`src/rtl/cdsk_pkg.sv`:
```
`timescale 1ns / 1ps

package cdsk_pkg;

    localparam int MAX_POINTS_DEF = 64;
    localparam int IDX_W          = 6;
    localparam int CNT_W          = 7;
    localparam int DIST_W         = 32;
    localparam int POS_W          = 13;

    localparam logic [1:0] MODE_READ  = 2'd0;
    localparam logic [1:0] MODE_WRITE = 2'd1;
    localparam logic [1:0] MODE_QUERY = 2'd2;

    localparam logic [1:0] STATUS_OK    = 2'd0;
    localparam logic [1:0] STATUS_RANGE = 2'd1;
    localparam logic [1:0] STATUS_DIAG  = 2'd2;

    typedef enum logic [2:0] {
        ST_CLEAR,
        ST_IDLE,
        ST_DECODE,
        ST_RD_WAIT,
        ST_SCAN
    } cdsk_state_t;

    typedef struct packed {
        logic [1:0]        mode;
        logic [IDX_W-1:0]  row;
        logic [IDX_W-1:0]  col;
        logic [DIST_W-1:0] value;
        logic [CNT_W-1:0]  count;
    } cdsk_in_t;

    typedef struct packed {
        logic [1:0]        status;
        logic [DIST_W-1:0] read_value;
        logic [IDX_W-1:0]  neighbor_index;
        logic              last;
    } cdsk_out_t;

    // Condensed upper-triangle position of the pair (a, b), a != b.
    function automatic logic [POS_W-1:0] pair_pos(
        input logic [IDX_W-1:0] a,
        input logic [IDX_W-1:0] b,
        input logic [CNT_W-1:0] n
    );
        logic [POS_W-1:0] lo;
        logic [POS_W-1:0] hi;
        logic [POS_W-1:0] prod;
        logic [POS_W-1:0] tri_num;
        lo = (a < b) ? POS_W'(a) : POS_W'(b);
        hi = (a < b) ? POS_W'(b) : POS_W'(a);
        prod = lo * POS_W'(n);
        tri_num = ((lo + POS_W'(1)) * (lo + POS_W'(2))) >> 1;
        return prod - tri_num + hi;
    endfunction

endpackage

```
`src/rtl/cdsk_ctrl.sv`:
```
`timescale 1ns / 1ps

module cdsk_ctrl
    import cdsk_pkg::*;
#(
    parameter int DEPTH  = MAX_POINTS_DEF * (MAX_POINTS_DEF - 1) / 2,
    parameter int ADDR_W = (DEPTH > 1) ? $clog2(DEPTH) : 1
)
(
    input  logic              clk,
    input  logic              rst_n,
    input  logic              start,
    input  cdsk_in_t          item,
    input  logic [CNT_W-1:0]  num_points,
    output logic              busy,
    output logic              strobe,
    output cdsk_out_t         result,
    output logic              mem_we,
    output logic              mem_re,
    output logic [ADDR_W-1:0] mem_addr,
    output logic [DIST_W-1:0] mem_wdata,
    input  logic [DIST_W-1:0] mem_rdata
);

    cdsk_state_t       state_reg, state_next;
    cdsk_in_t          item_reg, item_next;
    logic [ADDR_W-1:0] clr_addr_reg, clr_addr_next;
    logic [CNT_W-1:0]  j_reg, j_next;
    logic [CNT_W-1:0]  k_reg, k_next;
    logic [CNT_W-1:0]  cnt_reg, cnt_next;
    logic              s1_valid_reg, s1_valid_next;
    logic [IDX_W-1:0]  s1_j_reg, s1_j_next;
    logic              s1_diag_reg, s1_diag_next;
    logic              found_reg, found_next;
    logic [DIST_W-1:0] best_d_reg, best_d_next;
    logic [IDX_W-1:0]  best_j_reg, best_j_next;
    logic              has_prev_reg, has_prev_next;
    logic [DIST_W-1:0] prev_d_reg, prev_d_next;
    logic [IDX_W-1:0]  prev_j_reg, prev_j_next;
    logic              strobe_reg, strobe_next;
    cdsk_out_t         rsp_reg, rsp_next;

    logic              row_oor;
    logic              col_oor;
    logic [CNT_W-1:0]  cnt_clamped;
    logic [IDX_W-1:0]  pos_b;
    logic [POS_W-1:0]  pos;
    logic              issue;
    logic [DIST_W-1:0] cand_d;
    logic              eligible;
    logic              better;
    logic [DIST_W-1:0] fin_d;
    logic [IDX_W-1:0]  fin_j;
    logic              final_pass;

    assign row_oor     = {1'b0, item_reg.row} >= num_points;
    assign col_oor     = {1'b0, item_reg.col} >= num_points;
    assign cnt_clamped = (item_reg.count > num_points) ? num_points : item_reg.count;
    assign pos_b       = (state_reg == ST_SCAN) ? j_reg[IDX_W-1:0] : item_reg.col;
    assign pos         = pair_pos(item_reg.row, pos_b, num_points);
    assign issue       = (state_reg == ST_SCAN) && (j_reg < num_points);

    // A candidate is ranked by (distance, index); each pass looks for the
    // smallest key above the one emitted by the previous pass.
    assign cand_d   = s1_diag_reg ? '0 : mem_rdata;
    assign eligible = !has_prev_reg || (cand_d > prev_d_reg) ||
                      ((cand_d == prev_d_reg) && (s1_j_reg > prev_j_reg));
    assign better   = eligible && (!found_reg || (cand_d < best_d_reg));
    assign fin_d    = better ? cand_d : best_d_reg;
    assign fin_j    = better ? s1_j_reg : best_j_reg;
    assign final_pass = ((k_reg + CNT_W'(1)) == cnt_reg);

    always_ff @(posedge clk or negedge rst_n)
    begin
        if (!rst_n)
        begin
            state_reg    <= ST_CLEAR;
            clr_addr_reg <= '0;
            j_reg        <= '0;
            k_reg        <= '0;
            cnt_reg      <= '0;
            s1_valid_reg <= 1'b0;
            found_reg    <= 1'b0;
            has_prev_reg <= 1'b0;
            strobe_reg   <= 1'b0;
            rsp_reg      <= '0;
        end
        else
        begin
            state_reg    <= state_next;
            clr_addr_reg <= clr_addr_next;
            j_reg        <= j_next;
            k_reg        <= k_next;
            cnt_reg      <= cnt_next;
            s1_valid_reg <= s1_valid_next;
            found_reg    <= found_next;
            has_prev_reg <= has_prev_next;
            strobe_reg   <= strobe_next;
            rsp_reg      <= rsp_next;
        end
    end

    always_ff @(posedge clk)
    begin
        item_reg    <= item_next;
        s1_j_reg    <= s1_j_next;
        s1_diag_reg <= s1_diag_next;
        best_d_reg  <= best_d_next;
        best_j_reg  <= best_j_next;
        prev_d_reg  <= prev_d_next;
        prev_j_reg  <= prev_j_next;
    end

    always_comb
    begin
        state_next    = state_reg;
        item_next     = item_reg;
        clr_addr_next = clr_addr_reg;
        j_next        = j_reg;
        k_next        = k_reg;
        cnt_next      = cnt_reg;
        s1_valid_next = 1'b0;
        s1_j_next     = j_reg[IDX_W-1:0];
        s1_diag_next  = (j_reg[IDX_W-1:0] == item_reg.row);
        found_next    = found_reg;
        best_d_next   = best_d_reg;
        best_j_next   = best_j_reg;
        has_prev_next = has_prev_reg;
        prev_d_next   = prev_d_reg;
        prev_j_next   = prev_j_reg;
        strobe_next   = 1'b0;
        rsp_next      = '0;
        mem_we        = 1'b0;
        mem_re        = 1'b0;
        mem_addr      = ADDR_W'(pos);
        mem_wdata     = item_reg.value;

        case (state_reg)
            ST_CLEAR:
            begin
                mem_we        = 1'b1;
                mem_addr      = clr_addr_reg;
                mem_wdata     = '0;
                clr_addr_next = clr_addr_reg + ADDR_W'(1);
                if (clr_addr_reg == ADDR_W'(DEPTH - 1))
                begin
                    state_next = ST_IDLE;
                end
            end

            ST_IDLE:
            begin
                if (start)
                begin
                    item_next  = item;
                    state_next = ST_DECODE;
                end
            end

            ST_DECODE:
            begin
                state_next    = ST_IDLE;
                rsp_next.last = 1'b1;
                case (item_reg.mode)
                    MODE_READ, MODE_WRITE:
                    begin
                        strobe_next = 1'b1;
                        if (row_oor || col_oor)
                        begin
                            rsp_next.status = STATUS_RANGE;
                        end
                        else if (item_reg.row == item_reg.col)
                        begin
                            if (item_reg.mode == MODE_WRITE)
                            begin
                                rsp_next.status = STATUS_DIAG;
                            end
                        end
                        else if (item_reg.mode == MODE_WRITE)
                        begin
                            mem_we = 1'b1;
                        end
                        else
                        begin
                            mem_re      = 1'b1;
                            strobe_next = 1'b0;
                            state_next  = ST_RD_WAIT;
                        end
                    end

                    MODE_QUERY:
                    begin
                        if (row_oor)
                        begin
                            strobe_next     = 1'b1;
                            rsp_next.status = STATUS_RANGE;
                        end
                        else if (cnt_clamped != '0)
                        begin
                            rsp_next.last = 1'b0;
                            cnt_next      = cnt_clamped;
                            j_next        = '0;
                            k_next        = '0;
                            found_next    = 1'b0;
                            has_prev_next = 1'b0;
                            state_next    = ST_SCAN;
                        end
                        else
                        begin
                            rsp_next.last = 1'b0;
                        end
                    end

                    default:
                    begin
                        rsp_next.last = 1'b0;
                    end
                endcase
            end

            ST_RD_WAIT:
            begin
                strobe_next         = 1'b1;
                rsp_next.read_value = mem_rdata;
                rsp_next.last       = 1'b1;
                state_next          = ST_IDLE;
            end

            ST_SCAN:
            begin
                // The diagonal entry is not stored; it ranks with distance zero.
                if (issue)
                begin
                    mem_re        = (j_reg[IDX_W-1:0] != item_reg.row);
                    s1_valid_next = 1'b1;
                    j_next        = j_reg + CNT_W'(1);
                end
                if (s1_valid_reg)
                begin
                    found_next  = found_reg || better;
                    best_d_next = fin_d;
                    best_j_next = fin_j;
                    if ({1'b0, s1_j_reg} == (num_points - CNT_W'(1)))
                    begin
                        strobe_next             = 1'b1;
                        rsp_next.neighbor_index = fin_j;
                        rsp_next.last           = final_pass;
                        has_prev_next           = 1'b1;
                        prev_d_next             = fin_d;
                        prev_j_next             = fin_j;
                        found_next              = 1'b0;
                        k_next                  = k_reg + CNT_W'(1);
                        j_next                  = '0;
                        if (final_pass)
                        begin
                            state_next = ST_IDLE;
                        end
                    end
                end
            end

            default:
            begin
                state_next = ST_IDLE;
            end
        endcase
    end

    assign busy   = (state_reg != ST_IDLE);
    assign strobe = strobe_reg;
    assign result = rsp_reg;

    a_scan_count: assert property (@(posedge clk) disable iff (!rst_n)
        state_reg == ST_SCAN |-> k_reg < cnt_reg)
        else $error("query pass running beyond its count");

    a_last_idle: assert property (@(posedge clk) disable iff (!rst_n)
        strobe_reg && rsp_reg.last |-> state_reg == ST_IDLE)
        else $error("final result while the block is still working");

    a_write_state: assert property (@(posedge clk) disable iff (!rst_n)
        mem_we |-> (state_reg == ST_CLEAR || state_reg == ST_DECODE))
        else $error("store written outside clear or write");

    a_clear_quiet: assert property (@(posedge clk) disable iff (!rst_n)
        state_reg == ST_CLEAR |-> !strobe_reg && busy)
        else $error("result or idle during clearing pass");

endmodule

```
`config.mk`:
```
export PLATFORM = sky130hd
export DESIGN_NAME = cdsk_ctrl
export DESIGN_NICKNAME = d
export VERILOG_FILES = /design/src/rtl/cdsk_pkg.sv /design/src/rtl/cdsk_ctrl.sv
export SDC_FILE = /design/constraint.sdc
export NUM_CORES = 1
export LEC_CHECK = 0
export BUFFER_PORTS_ARGS = -buffer_cell sky130_fd_sc_hd__buf_2
export CAP_MARGIN = 20
export CORE_MARGIN = 1
export CORE_UTILIZATION = 59
export DETAILED_ROUTE_END_ITERATION = 10
export HOLD_SLACK_MARGIN = 0.06
export PLACE_DENSITY = 0.78
export SYNTH_ARGS = -nofsm -noshare
export SYNTH_HDL_FRONTEND = slang
export SYNTH_SLANG_ARGS = --single-unit
```
`constraint.sdc`:
```
create_clock -name clk -period 11.7 [get_ports clk]
set_input_delay 0.585 -clock clk [delete_from_list [all_inputs] [get_ports clk]]
set_output_delay 0.585 -clock clk [all_outputs]
set_load 0.05 [all_outputs]
```
==> results.cfg <==
[logic_synthesis]
synthFlopType = edfxtp_1
synth_top_family_by_area = adder cells
syn_area_um2 = 14580
synth_cells = 1361
synth-xor-area-share_pct = 4.815
synthDistinctLibCells = 65
avgSynthCellArea_um2 = 10.71
synth.net_count = 1669
synth_edf_count = 129
synthMuxAreaShare_pct = 3.468
yosysSeqAreaShare_pct = 41.27
yosys_warnings = 0
async_reset_ff_share_pct = 37.04
ys_ff_latch = 216
synth-compound-area-share_pct = 9.150
synthAdderAreaFrac_pct = 21.22
synth-simple-area-share_pct = 14.82

[timing]
finClkSkew_ps = 17.53
final-hold-violation-count = 0
period_share_pct = 96.77
min_period_ps = 11320
setup_violations = 0
timing.slew.headroom_pct = 27.89
fmax_mhz = 88.33
final_max_slew_viol_count = 0
worstMarginPinSlew_ps = 1082

[placement]
place_area_um2 = 15900
post-dp-hpwl_mm = 24.50
dpl.cell_count = 1849
routabilityCongestion = 0.9115
port_buffers = 182

[cts]
clk_pin_slew_ps = 60
clock_sinks = 216
h-tree-depth = 1
numCtsBuffers = 25
cts_tree = yes
clockBufferDepth = 3
clk_latency_ps = 530
root_buffer = clkbuf_16

[detailed_routing]
via_count = 10680
detail_route.wl_per_cell_um = 17.45
first_pass_iters = 5
drtIter0Drc = 557
ant_nets = 0
wl_mm = 33.35
drc = 0
routed_via_density = 5.589

[critical_path]
cp.required_ps = 11120
critical_path_class = flop to primary output
critPathMaxStageDelay_ps = 560
cp.arrival_ps = 10740
start_kind = flop
critPathCaptureType = primary output
cp_slowest_cell = fa_1
cp_max_fo = 10

[die]
chipHeight_um = 159.2
start_util_pct = 60.11
num_io_pins = 183
rows = 57
die_w_um = 159.2
coreArea_um2 = 24250
dieArea_um2 = 25340

[status]
status = completed

[global_route]
overflow = 0
track_usage_pct = 26.42
grt_first_pass_wirelength_mm = 54.03
grt_pass1_vias = 10950
grt_max_degree = 62
antenna_found_initial = 0

[cells_and_area]
drive_gt1_share_pct = 21.68
nets = 1876
final_cells = 1911
largest_register_ff_count = 53
final_common_cell = buf_2
antenna_cells = 0
fillerInstances = 1814
design_area_um2 = 17120
syn2layout_area_growth_pct = 17.43
layout_common_cells = 180 x buf_2, 156 x inv_1, 152 x ha_1

[worst_hold_path]
hold_class = primary input to flop

[job]
maxCapViolations = 0
per-stage QoR:
step           setup TNS, ps  hold WS, ps  worst slack [ps]  util, %
6_report                   0        227.3             378.2    70.59
5_1_grt               -107.2        220.5            -107.2    70.59
4_1_cts                    0        215.8             9.127    69.72
3_5_place_dp          -38.35        477.1            -38.35    65.58
3_3_place_gp               0        464.2             247.8    65.58
2_1_floorplan              0        289.4             197.1        -
final timing paths:
path | endpoint | depth (start not counted) | start | slack, ps
max | mem_addr[10] | 46 | state_reg[1] | 380
min | item_reg[29] | 1 | item[29] | 230
max reg2reg | best_d_reg[4] | 13 | s1_diag_reg | 6490
min reg2reg | clr_addr_reg[6] | 1 | clr_addr_reg[6] | 490
max in group asynchronous | state_reg[2] | 3 | rst_n | 10030
min in group asynchronous | result[15] | 2 | rst_n | 480
layer usage:
layer / GRT usage, % / wire length [um] / share of wire (%) / up-vias
li1: - / - / - / 5085
met1: 34.14 / 14120 / 42 / 5182
met2: 45.85 / 16300 / 49 / 352
met3: 3.907 / 1912 / 5.7 / 62
met4: 8.392 / 1020 / 3.1 / 0
met5: 0 / 0 / 0 / -
Yosys cell counts (all sizes together), types with 4 or more instances:
cell type / instances / area share [%]
nor4: 7 / 0.30
a211oi: 5 / 0.29
clkbuf: 32 / 0.82
nand2: 80 / 2.1
fa: 57 / 7.8
xnor2: 41 / 2.5
edfxtp: 129 / 27
or3: 6 / 0.26
a21oi: 63 / 2.2
nand3: 22 / 0.76
mux2i: 10 / 0.69
dfrtp: 80 / 14
or2: 7 / 0.30
and3: 6 / 0.26
o31ai: 10 / 0.52
ha: 156 / 13
o2111ai: 4 / 0.24
nand2b: 14 / 0.60
nor3: 19 / 0.65
o21ai: 40 / 1.4
buf: 8 / 0.36
and2: 89 / 3.8
mux2: 36 / 2.8
a21o: 37 / 1.9
nor2b: 42 / 1.8
nand4: 26 / 1.1
xor2: 34 / 2.0
o21a: 11 / 0.57
o211ai: 8 / 0.41
nor2: 76 / 2.0
dfxtp: 7 / 0.96
inv: 158 / 4.1
critical path: cells and delay by family (launching register included):
kind                       cells  cell delay, ps
adders and majority gates     11            5070
AOI/OAI and AO/OA             10            1570
buffers and inverters         13            1210
and+or+nand+nor                7            1070
xor gates and xnor gates       5             860
DFF                            1             380
timing repair:
item / CTS / global route
resized for setup: 12 / 20
pin swaps: 2 / 12
hold buffers: 1 / 0
endpoints found under the setup margin: 2 / 2
setup buffers: 3 / 12
endpoints found under the hold margin: 19 / 0
cloned: 0 / 0
cells by family (layout without fill, tap and decap cells):
kind of cell	after synthesis	in the layout
adder cells (fa/ha/maj)	213	213
XOR/XNOR	77	77
AND/OR/NAND/NOR	409	409
multiplexers	46	46
flip-flops	216	216
buffers and inverters	198	424
AO/OA/AOI/OAI	202	202
area by class of cell:
type | instances | area [um^2] | area share [%]
Inverter | 158 | 593.1 | 3.465
Clock buffer | 34 | 774.5 | 4.525
Multi-Input combinational cell | 947 | 7969 | 46.55
Tap cell | 324 | 405.4 | 2.368
Timing Repair Buffer | 220 | 1216 | 7.105
Clock inverter | 12 | 142.6 | 0.8333
Sequential cell | 216 | 6017 | 35.15
Power is left out: the tool's default activity adds up to more than one toggle a clock period on the data nets, which glitch-free logic cannot reach.
